$ cat config.mk
export PLATFORM = sky130hd
export DESIGN_NAME = sttbs_cell
export DESIGN_NICKNAME = d
export VERILOG_FILES = /design/src/sttbs_pkg.sv /design/src/sttbs_cell.sv
export SDC_FILE = /design/constraint.sdc
export NUM_CORES = 1
export LEC_CHECK = 0
export ABC_CLOCK_PERIOD_IN_PS = 9200
export BUFFER_PORTS_ARGS = -buffer_cell sky130_fd_sc_hd__buf_2
export CORE_MARGIN = 2
export CORE_UTILIZATION = 42
export DETAILED_ROUTE_END_ITERATION = 8
export HOLD_SLACK_MARGIN = 0.05
export PLACE_DENSITY_LB_ADDON = 0.12
export SLEW_MARGIN = 20
export SYNTH_ARGS = -nofsm -noshare
export SYNTH_HDL_FRONTEND = slang
export SYNTH_SLANG_ARGS = --single-unit
$ cat constraint.sdc
create_clock -name aclk -period 9.2 [get_ports aclk]
set_input_delay 0.46 -clock aclk [delete_from_list [all_inputs] [get_ports aclk]]
set_output_delay 0.46 -clock aclk [all_outputs]
set_load 0.02 [all_outputs]
$ cat src/sttbs_pkg.sv
// ============================================================================
// sttbs_pkg: shared types and constants of the sorted tag table
// Holds the opcode and status codes, the key layout, and the control bits
// of the search token that moves through the row of probe cells.
// ============================================================================
package sttbs_pkg;

    localparam int HALF_W  = 16;
    localparam int KEY_W   = 2 * HALF_W;
    localparam int INDEX_W = 10;
    localparam int OP_W    = 2;
    localparam int STAT_W  = 3;

    typedef enum logic [OP_W-1:0] {
        OP_CLEAR  = 2'd0,
        OP_APPEND = 2'd1,
        OP_SEARCH = 2'd2
    } opcode_t;

    typedef enum logic [STAT_W-1:0] {
        ST_CLEARED   = 3'd0,
        ST_APPENDED  = 3'd1,
        ST_FULL      = 3'd2,
        ST_FOUND     = 3'd3,
        ST_NOT_FOUND = 3'd4
    } status_t;

    typedef struct packed {
        logic valid;
        logic done;
        logic found;
    } tok_t;

endpackage

$ cat src/sttbs_cell.sv
// ============================================================================
// sttbs_cell: one probe step of the binary search
// Compares the key with the entry read at the midpoint of its bounds,
// narrows the bounds, requests the next midpoint and passes the token on.
// ============================================================================
module sttbs_cell #(
    parameter int TABLE_DEPTH = 1024
) (
    input  logic                                 aclk,
    input  logic                                 aresetn,
    input  sttbs_pkg::tok_t                      tok_in,
    input  logic [$clog2(TABLE_DEPTH+1)-1:0]     lo_in,
    input  logic [$clog2(TABLE_DEPTH+1)-1:0]     hix_in,
    input  logic [$clog2(TABLE_DEPTH)-1:0]       idx_in,
    input  logic [sttbs_pkg::KEY_W-1:0]          key_in,
    input  logic [sttbs_pkg::KEY_W-1:0]          probe,
    output logic                                 rd_req,
    output logic [$clog2(TABLE_DEPTH)-1:0]       rd_addr,
    output sttbs_pkg::tok_t                      tok_out,
    output logic [$clog2(TABLE_DEPTH+1)-1:0]     lo_out,
    output logic [$clog2(TABLE_DEPTH+1)-1:0]     hix_out,
    output logic [$clog2(TABLE_DEPTH)-1:0]       idx_out,
    output logic [sttbs_pkg::KEY_W-1:0]          key_out
);

    localparam int AW = $clog2(TABLE_DEPTH);
    localparam int CW = $clog2(TABLE_DEPTH+1);

    sttbs_pkg::tok_t tok_next;
    logic [CW-1:0]   lo_next;
    logic [CW-1:0]   hix_next;
    logic [AW-1:0]   idx_next;
    logic [CW:0]     mid_sum;
    logic [AW-1:0]   mid;
    logic [CW:0]     nxt_sum;
    logic            active;

    always_comb begin
        active   = tok_in.valid && !tok_in.done;
        mid_sum  = {1'b0, lo_in} + {1'b0, hix_in} - {{CW{1'b0}}, 1'b1};
        mid      = mid_sum[AW:1];
        tok_next = tok_in;
        lo_next  = lo_in;
        hix_next = hix_in;
        idx_next = idx_in;
        if (active) begin
            if (lo_in >= hix_in) begin
                tok_next.done  = 1'b1;
                tok_next.found = 1'b0;
            end else if (key_in == probe) begin
                tok_next.done  = 1'b1;
                tok_next.found = 1'b1;
                idx_next       = mid;
            end else if (key_in < probe) begin
                hix_next = CW'(mid);
            end else begin
                lo_next = CW'(mid) + {{(CW-1){1'b0}}, 1'b1};
            end
        end
        nxt_sum = {1'b0, lo_next} + {1'b0, hix_next} - {{CW{1'b0}}, 1'b1};
        rd_addr = nxt_sum[AW:1];
        rd_req  = active && !tok_next.done;
    end

    always_ff @(posedge aclk) begin
        if (!aresetn) begin
            tok_out <= '0;
        end else begin
            tok_out <= tok_next;
        end
        lo_out  <= lo_next;
        hix_out <= hix_next;
        idx_out <= idx_next;
        key_out <= key_in;
    end

endmodule
## Word-level counts from Yosys, hierarchy flattened

Cells that the tools add are included.

- Reduce and logical (&&, ||, !) cells: 4
- Eq/ne operators: 1
- Add/sub/neg operators: 5
- Muxes and demuxes: 14
- Order comparisons: 2

Operators with widths:

| kind | number |
|---|---|
| $mux W11 | 8 |
| $eq A32 B32 Y1 | 1 |
| $lt A32 B32 Y1 | 1 |
| $mux W10 | 3 |
| $add A11 B11 Y11 | 2 |
| $sub A11 B1 Y11 const B | 2 |
| $add A10 B1 Y11 const B | 1 |
| $ge A11 B11 Y1 | 1 |
| $mux W2 | 3 |
| $logic_and A1 B1 Y1 | 2 |
| $logic_not A1 Y1 | 2 |

- Word-level logic and storage cells: 33
- Input bits: 101
- Flip-flop bits (word level): 67
- Output and inout bits: 78

## Longest topological paths before layout

Gate-level depths: netlist (run 1).

- Depth in word-level cells: 9
- Mapped depth: 24
- Depth with buffers taken out: 24

## Worst setup path after synthesis (run 1)

Ideal clock, no wire load.

- Kind: input to output
- Start point: in lo_in[4]
- End point: out rd_addr[9]
- Path buffers: 1
- Arrival: 5.051 ns
- Stages: 22
- Required time: 8.740 ns
- Path slack: 3.689 ns
- Cells stage by stage: inv_1 -> ha_1 -> or4_1 -> or3_1 -> nand4b_1 -> o311a_1 -> nand3_1 -> inv_2 -> o21ai_2 -> clkbuf_1 -> o21ai_0 -> ha_1 -> inv_1 -> ha_1 -> a21o_1 -> a21oi_1 -> o21ai_0 -> o41ai_1 -> o21bai_1 -> a21oi_1 -> xor3_1 -> xnor2_1

- Cells in the longest elaborated chain, start to end: 9
- Elaborated cells on any way between the ends: 14
- Classes of those cells: add/sub (5); order compare (1); mux (8)

Ends and longest elaborated chain:

| what | RTL line | source |
|---|---|---|
| start: declaration | sttbs_cell.sv:12 | `input logic [$clog2(TABLE_DEPTH+1)-1:0] lo_in,` |
| $add A11 B11 Y11 | sttbs_cell.sv:40 | `mid_sum = {1'b0, lo_in} + {1'b0, hix_in} - {{CW{1'b0}}, 1'b1};` |
| $sub A11 B1 Y11 | sttbs_cell.sv:40 |  |
| $add A10 B1 Y11 | sttbs_cell.sv:57 | `lo_next = CW'(mid) + {{(CW-1){1'b0}}, 1'b1};` |
| $mux W11 | sttbs_cell.sv:54 | `end else if (key_in < probe) begin` |
| $mux W11 | sttbs_cell.sv:50 | `end else if (key_in == probe) begin` |
| $mux W11 | sttbs_cell.sv:47 | `if (lo_in >= hix_in) begin` |
| $mux W11 | sttbs_cell.sv:46 | `if (active) begin` |
| $add A11 B11 Y11 (*) | sttbs_cell.sv:60 | `nxt_sum = {1'b0, lo_next} + {1'b0, hix_next} - {{CW{1'b0}}, 1'b1};` |
| $sub A11 B1 Y11 (*) | sttbs_cell.sv:60 |  |
| end: declaration | sttbs_cell.sv:18 | `output logic [$clog2(TABLE_DEPTH)-1:0] rd_addr,` |

Mark *: on every way between the ends. The rest lies on a longest branch, timed or not.

## Final worst setup path (run 1)

- Start point: in lo_in[4]
- End point: out rd_addr[9]

- Elaborated cells on any way between the ends: 14
- Classes of those cells: add/sub (5); order compare (1); mux (8)

RTL lines:

| what | RTL line | source |
|---|---|---|
| $ge A11 B11 Y1 | sttbs_cell.sv:47 |  |
| $mux W11 | sttbs_cell.sv:47 |  |
| $mux W11 | sttbs_cell.sv:46 |  |
| via hix_next[2] | sttbs_cell.sv:31 | `logic [CW-1:0] hix_next;` |
| $add A11 B11 Y11 | sttbs_cell.sv:60 |  |
| $sub A11 B1 Y11 | sttbs_cell.sv:60 |  |

The timed path passes the listed nets, and every way through them passes these cells.

==> summary.txt, run 1 <==
STA
  • Hold Slack: 243 ps
  • Max Freq: approximately 0.16 GHz
  • Worst slew margin: 0.356
  • Final setup viols: 0
  • Fin. Hold Viols: 0
  • Worst-margin pin slew: 966 ps
  • Total negative slack: 0 ps
  • Final Max Tran Viols: 0
  • Tmin final: roughly 6100 ps
  • RSZ-0062 raised after global routing: false
  • Final period util: 0.667

Place
  • Cell count after placement: slightly above 800
  • DP HPWL: 9500 um
  • IO buf count: ~180
  • DP Area: about 5400 um2
  • Final GP Congestion: 0.859

Clock network
  • Worst-path clk slew: ~70 ps
  • Hold_buf cts: 0
  • CTS Buf Count: 9
  • Sink Count: 67
  • Post-CTS setup buffer count: 0
  • CTS tree: done
  • CTS Root Cell: clkbuf_8
  • Resized cells post-CTS: 0
  • CTS H-Tree Depth: 3
  • Clock Path Buffers: 2

Setup path
  • Worst path arrival time: between 5000 and 6000 ps
  • Endpoint type of the worst setup path: output port
  • Critical Path RT: 8740 ps
  • Crit path kind: input pin to output port
  • CP max FO: 13
  • Startpoint types: input pin

Finish
  • Area Growth Syn to Fin: 27.8%
  • Post-route cell area: 5620 um2
  • Share of layout cells above drive strength 1: 0.323
  • Post-Layout Cell Count: 820
  • Post-layout nets: 863
  • N_diodes: 0

Yosys
  • Mapped Cells: 499
  • Async S/R FF share, synth: 0
  • EDFF count, synth: 0
  • Yosys top cell by area: dfxtp_1
  • Synth top area share: 0.305
  • Most frequent cell after synthesis: inv_1
  • Area contributors post-synth: dfxtp_1, ha_1, inv_1
  • Netlist Area Pre-Place: 4390 um2
  • #FFs+latches synth: 67
  • Synth top cells by count: inv_1, ha_1, dfxtp_1
  • Synth warn: 0
  • Synth Flop Type: dfxtp_1
  • Mean post-synth cell area: a little under 9 um2
  • Synth unique cells: 55
  • Syn nets: slightly below 700
  • Register area share after synthesis: 0.305

GRT
  • GRT Total Usage: 0.201
  • First-pass GRT wire length: 17,900 um
  • Gr ovfl total: 0
  • Largest net degree at the start of global routing: 26
  • Initial antenna violation count: 0
  • Vias in the first global route: slightly below 4,000

Power and ir drop
  • Clock Power Share: 0.255
  • Power density over the cells: 171 nW/um2
  • Leakage power: 3.09 nW
  • Sequential power share: 0.328
  • P_sw: 351 uW
  • Worst vdd ir: 0.0866 mV
  • Total power: 959 uW
  • Switching Fraction: 0.367
  • Int Pwr: 607 uW
  • Comb pwr share: 0.417

Flow run
  • Max_cap viols: 0

Drt
  • Initial DRC Count: 106
  • Routed wire length: 11,000 um
  • DRT Pass-1 Iters: 4
  • WL per Instance: 13.5 um
  • Vias/cell: 4.76
  • Final ANT Viol Nets: 0
  • Vias: 3,907
  • DRC violations left: 0

Floorplan
  • Io pins: roughly 180
  • Die H: roughly 110 um
  • Width of the die: 106 um
  • Rows: 37
  • Initial Util: 0.429
  • Core Region: 10,200 um2
  • Die area: 11,300 um2

Worst hold path
  • Min-delay worst type: input pin to flip-flop

Outcome
  • Status: finished clean
-- area by class of cell --
type | count | area, um2
repair buffers | 178 | 891
fillers | 1013 | 4610
multi-input cells | 317 | 2620
clock inverters | 2 | 35.0
clock buffers | 13 | 159
inverters | 107 | 402
flip-flops and latches | 67 | 1340
well taps | 136 | 170
-- state kept, by name, indices dropped and copies added, names as in the netlist --
name and flops:
idx_out 10, key_out 32, lo_out 11, hix_out 11, tok_out 3
-- layer usage --
layer / global-route usage / share of wire / wire length [um]
met3: 0.0589 / 0.073 / 808
met1: 0.227 / 0.41 / 4540
met5: 0 / 0 / 0
met4: 0.0536 / 0.012 / 128
met2: 0.369 / 0.50 / 5560
-- cell families (layout without fill, tap and decap cells) --
kind of cell,after synthesis,count (layout),share of synthesized area
compound gates,92,92,0.142
xor+xnor,26,26,0.0552
fa+ha+maj,83,83,0.238
buf+inv,115,300,0.0988
flops,67,67,0.305
mux,21,21,0.0521
simple gates,95,95,0.109
-- layout by cell type (no fill, tap or decap), drive strengths merged, types with 6 or more instances in the layout --
master / count
buf: 178
inv: 107
ha: 81
dfxtp: 67
nand2: 31
o21ai: 26
a21oi: 24
nor2: 20
xnor2: 16
mux2: 15
clkbuf: 13
nand4: 10
nand3: 9
xor2: 9
o21a: 8
nor2b: 6
mux2i: 6
-- worst paths after layout --
check | startpoint | end | slack (ps) | cells past startpoint
hold / removal | key_in[26] | key_out[26] | 240 | 1
setup / recovery | lo_in[4] | rd_addr[9] | 3070 | 24
-- power groups by stage --
stage,Clock (mW),Combinational (mW),Sequential [mW]
after CTS,0.254,0.405,0.315
after global routing,0.265,0.446,0.316
after detailed placement,0,0.402,0.321
after global placement,0,0.399,0.321
final,0.244,0.400,0.315
after floorplan,0,0.251,0.348
-- worst max-delay path, stage by stage --
cell      delay [ps]
buf_2             90
inv_1             50
ha_1             320
or4_1            550
or3_1            360
nand4b_1         190
o311a_1          140
nand3_1          140
inv_2             80
nand2_1          440
mux2_2           410
inv_1             60
ha_1             250
inv_1             70
ha_1             220
a21o_1           170
a21oi_1          200
o21ai_0          150
o41ai_1          440
o21bai_1         120
a21oi_1          180
xor3_1           250
xnor2_1          140
buf_2            180
-- stage by stage --
| stage | setup WS, ps | utilization |
|---|---|---|
| after floorplan | 3690 | - |
| after global placement | 3200 | 0.530 |
| after detailed placement | 3070 | 0.530 |
| after CTS | 3050 | 0.549 |
| after global routing | 2670 | 0.549 |
| final | 3070 | 0.549 |
(Power assumes the default switching activity.)
==> run 2: changes to the inputs <==
- ABC_CLOCK_PERIOD_IN_PS: 9200 -> 5100
- clock period: 9.2 -> 5.1 ns (I/O delays scaled with it)
==> run 2 against run 1 <==
Compared with the run above:
- flip-flop and latch count stayed put
- non-clock buffer count rose by 65
- hold slack lost 130 ps
- total power is 97% higher
- cell count grew 8.0%
- worst setup slack worse by 2800 ps
- global-route usage increased by 2.4 points
- sequential share of layout area is 2.9 points lower
- clock power is 80% higher
- critical endpoint unchanged
- largest power group unchanged
==> summary.txt, run 2 (synthesis gave the netlist of run 1 again) <==
Outcome
  • Status: finished clean

Flow run
  • Max_cap viols: 0 (unchanged)

Power and ir drop
  • Leakage power: 3.41 nW (+10%)
  • Power density over the cells: 295 nW/um2 (+73%)
  • Worst vdd ir: 0.136 mV (+57%)

Floorplan
  • Core Region: 10,200 um2 (unchanged)
  • Io pins: 179 (unchanged)
  • Initial Util: 0.429 (unchanged)
  • Rows: 37 (unchanged)
  • Die H: 106 um (unchanged)
  • Width of the die: 106 um (unchanged)
  • Die area: 11,300 um2 (unchanged)

Setup path
  • CP max FO: 8 (-5)
  • Worst path arrival time: 4620 ps (-1050 ps)
  • Crit path kind: input pin to output port
  • Endpoint type of the worst setup path: output port
  • Critical Path RT: 4850 ps (-3890 ps)
  • Startpoint types: input pin
  • Crit path from: hix_in[5]

STA
  • Tmin final: between 4000 and 5000 ps
  • Worst slew margin: 0.673 (+0.318)
  • Max Freq: 0.205 GHz
  • Worst-margin pin slew: 486 ps (-480 ps)
  • Final setup viols: 0 (unchanged)
  • Final Max Tran Viols: 0 (unchanged)
  • Fin. Hold Viols: 0 (unchanged)
  • Final period util: 0.956

Clock network
  • Sink Count: 67 (unchanged)
  • Worst-path clk slew: 70 ps (about the same)
  • CTS tree: done
  • CTS H-Tree Depth: 3 (unchanged)
  • CTS Root Cell: clkbuf_8
  • Clock Path Buffers: 2 (unchanged)
  • CTS Buf Count: 9 (unchanged)

Finish
  • Largest registers: key_out x32, hix_out x11, lo_out x11
  • Most flops, register: key_out
  • Area Growth Syn to Fin: 45.4%
  • Commonest non-fill, non-tap cell in the layout: buf_2
  • N_diodes: 0 (unchanged)
  • Post-layout nets: 928 (+7.5%)
  • Post-route cell area: 6390 um2 (+14%)
  • Share of layout cells above drive strength 1: 0.381 (+0.0582)
  • Post-Layout Cell Count: 886 (+8.0%)
  • Max reg flops: 32 (unchanged)
  • Most frequent cells in the layout: buf_2, inv_1, ha_1

Drt
  • Met2 wire length: 6380 um (+15%)
  • DRC violations left: 0 (unchanged)
  • Vias: 4,217 (+7.9%)
  • DRT Pass-1 Iters: 4 (unchanged)
  • Top layer in use: met4
  • Routed wire length: 12,400 um (+13%)
  • Vias/cell: 4.76 (-0.11%)
  • Routed wl met3: 856 um (+5.9%)
  • Final ANT Viol Nets: 0 (unchanged)
  • WL per Instance: 14.0 um (+4.4%)
  • Initial DRC Count: 113 (+6.6%)
  • M1 WL: 5040 um (+11%)

GRT
  • GRT Total Usage: 0.225 (+0.0240)
  • Gr ovfl total: 0 (unchanged)
  • Initial antenna violation count: 0 (unchanged)
  • First-pass GRT wire length: 20,100 um (+12%)
  • Vias in the first global route: 4,488 (+13%)
  • Largest net degree at the start of global routing: 13 (-50%)

Place
  • Final GP Congestion: 0.861 (+0.20%)
  • DP Area: 5630 um2 (+3.7%)
  • IO buf count: 178 (unchanged)
  • DP HPWL: 10,100 um (+5.8%)
  • Cell count after placement: 831 (+3.2%)

Worst hold path
  • Min-delay worst type: input pin to flip-flop
  • Min-delay src: idx_in[4]
[run 2: cell types whose count changed in the layout (fill, tap and decap cells not counted), sizes merged]
cell         before  now
buf             178  211
dlygate4sd3       0   32
clkbuf           13   14
[run 2: final timing paths]
path / slack (ps) / cells past startpoint / to
worst max-delay path: 230 / 23 / rd_addr[9]
worst min-delay path: 110 / 3 / idx_out[4]
[run 2: report_power, final]
group / leakage (nW) / switching [mW] / internal (mW)
Sequential: 0.565 / 0.00796 / 0.559
Combinational: 2.75 / 0.486 / 0.392
Clock: 0.0947 / 0.201 / 0.240
[run 2: routing by layer]
layer  vias up  GRT usage
li1       2162          -
met1      1920      0.244
met2       123      0.422
met3        12     0.0650
met4         0     0.0658
met5         -          0
[run 2: timing repair]
item | in CTS | in global routing
hold endpoints to repair | 32 | 0
endpoints found under the setup margin | 1 | 2
pin swaps | 6 | 19
setup buffers | 2 | 5
hold buffers | 32 | 0
gates resized for setup | 18 | 28
[run 2: cell type report]
type	count	area, um2
repair buffers	243	1470
clock inverters	2	35.0
well taps	136	170
flip-flops and latches	67	1340
inverters	107	404
clock buffers	14	153
fillers	920	3840
multi-input cells	317	2820
[run 2: worst max-delay path: stages]
cell      delay [ps]
buf_2            110
inv_2             70
ha_4             200
or4_4            550
or3_4            390
nand4b_1         180
o311a_1          160
nand3_2          110
inv_4             60
o21ai_4          120
mux2i_2          290
ha_2             230
inv_2             30
ha_1             270
a21o_1           170
a21oi_2          180
o21ai_2          110
o41ai_4          260
o21bai_1         100
a21oi_1          170
xor3_1           280
xnor2_2          160
buf_4            150
[run 2: metrics by stage]
stage | setup WS [ps] | hold WS [ps] | utilization | setup TNS, ps | power, mW
after floorplan | 97.2 | 283 | - | 0 | 1.09
after global placement | -24.7 | 376 | 0.550 | -24.7 | 1.35
after detailed placement | -131 | 378 | 0.550 | -131 | 1.36
after CTS | 11.3 | 96.8 | 0.609 | 0 | 1.86
after global routing | -60.2 | 121 | 0.624 | -60.2 | 2.01
final | 226 | 111 | 0.624 | 0 | 1.89
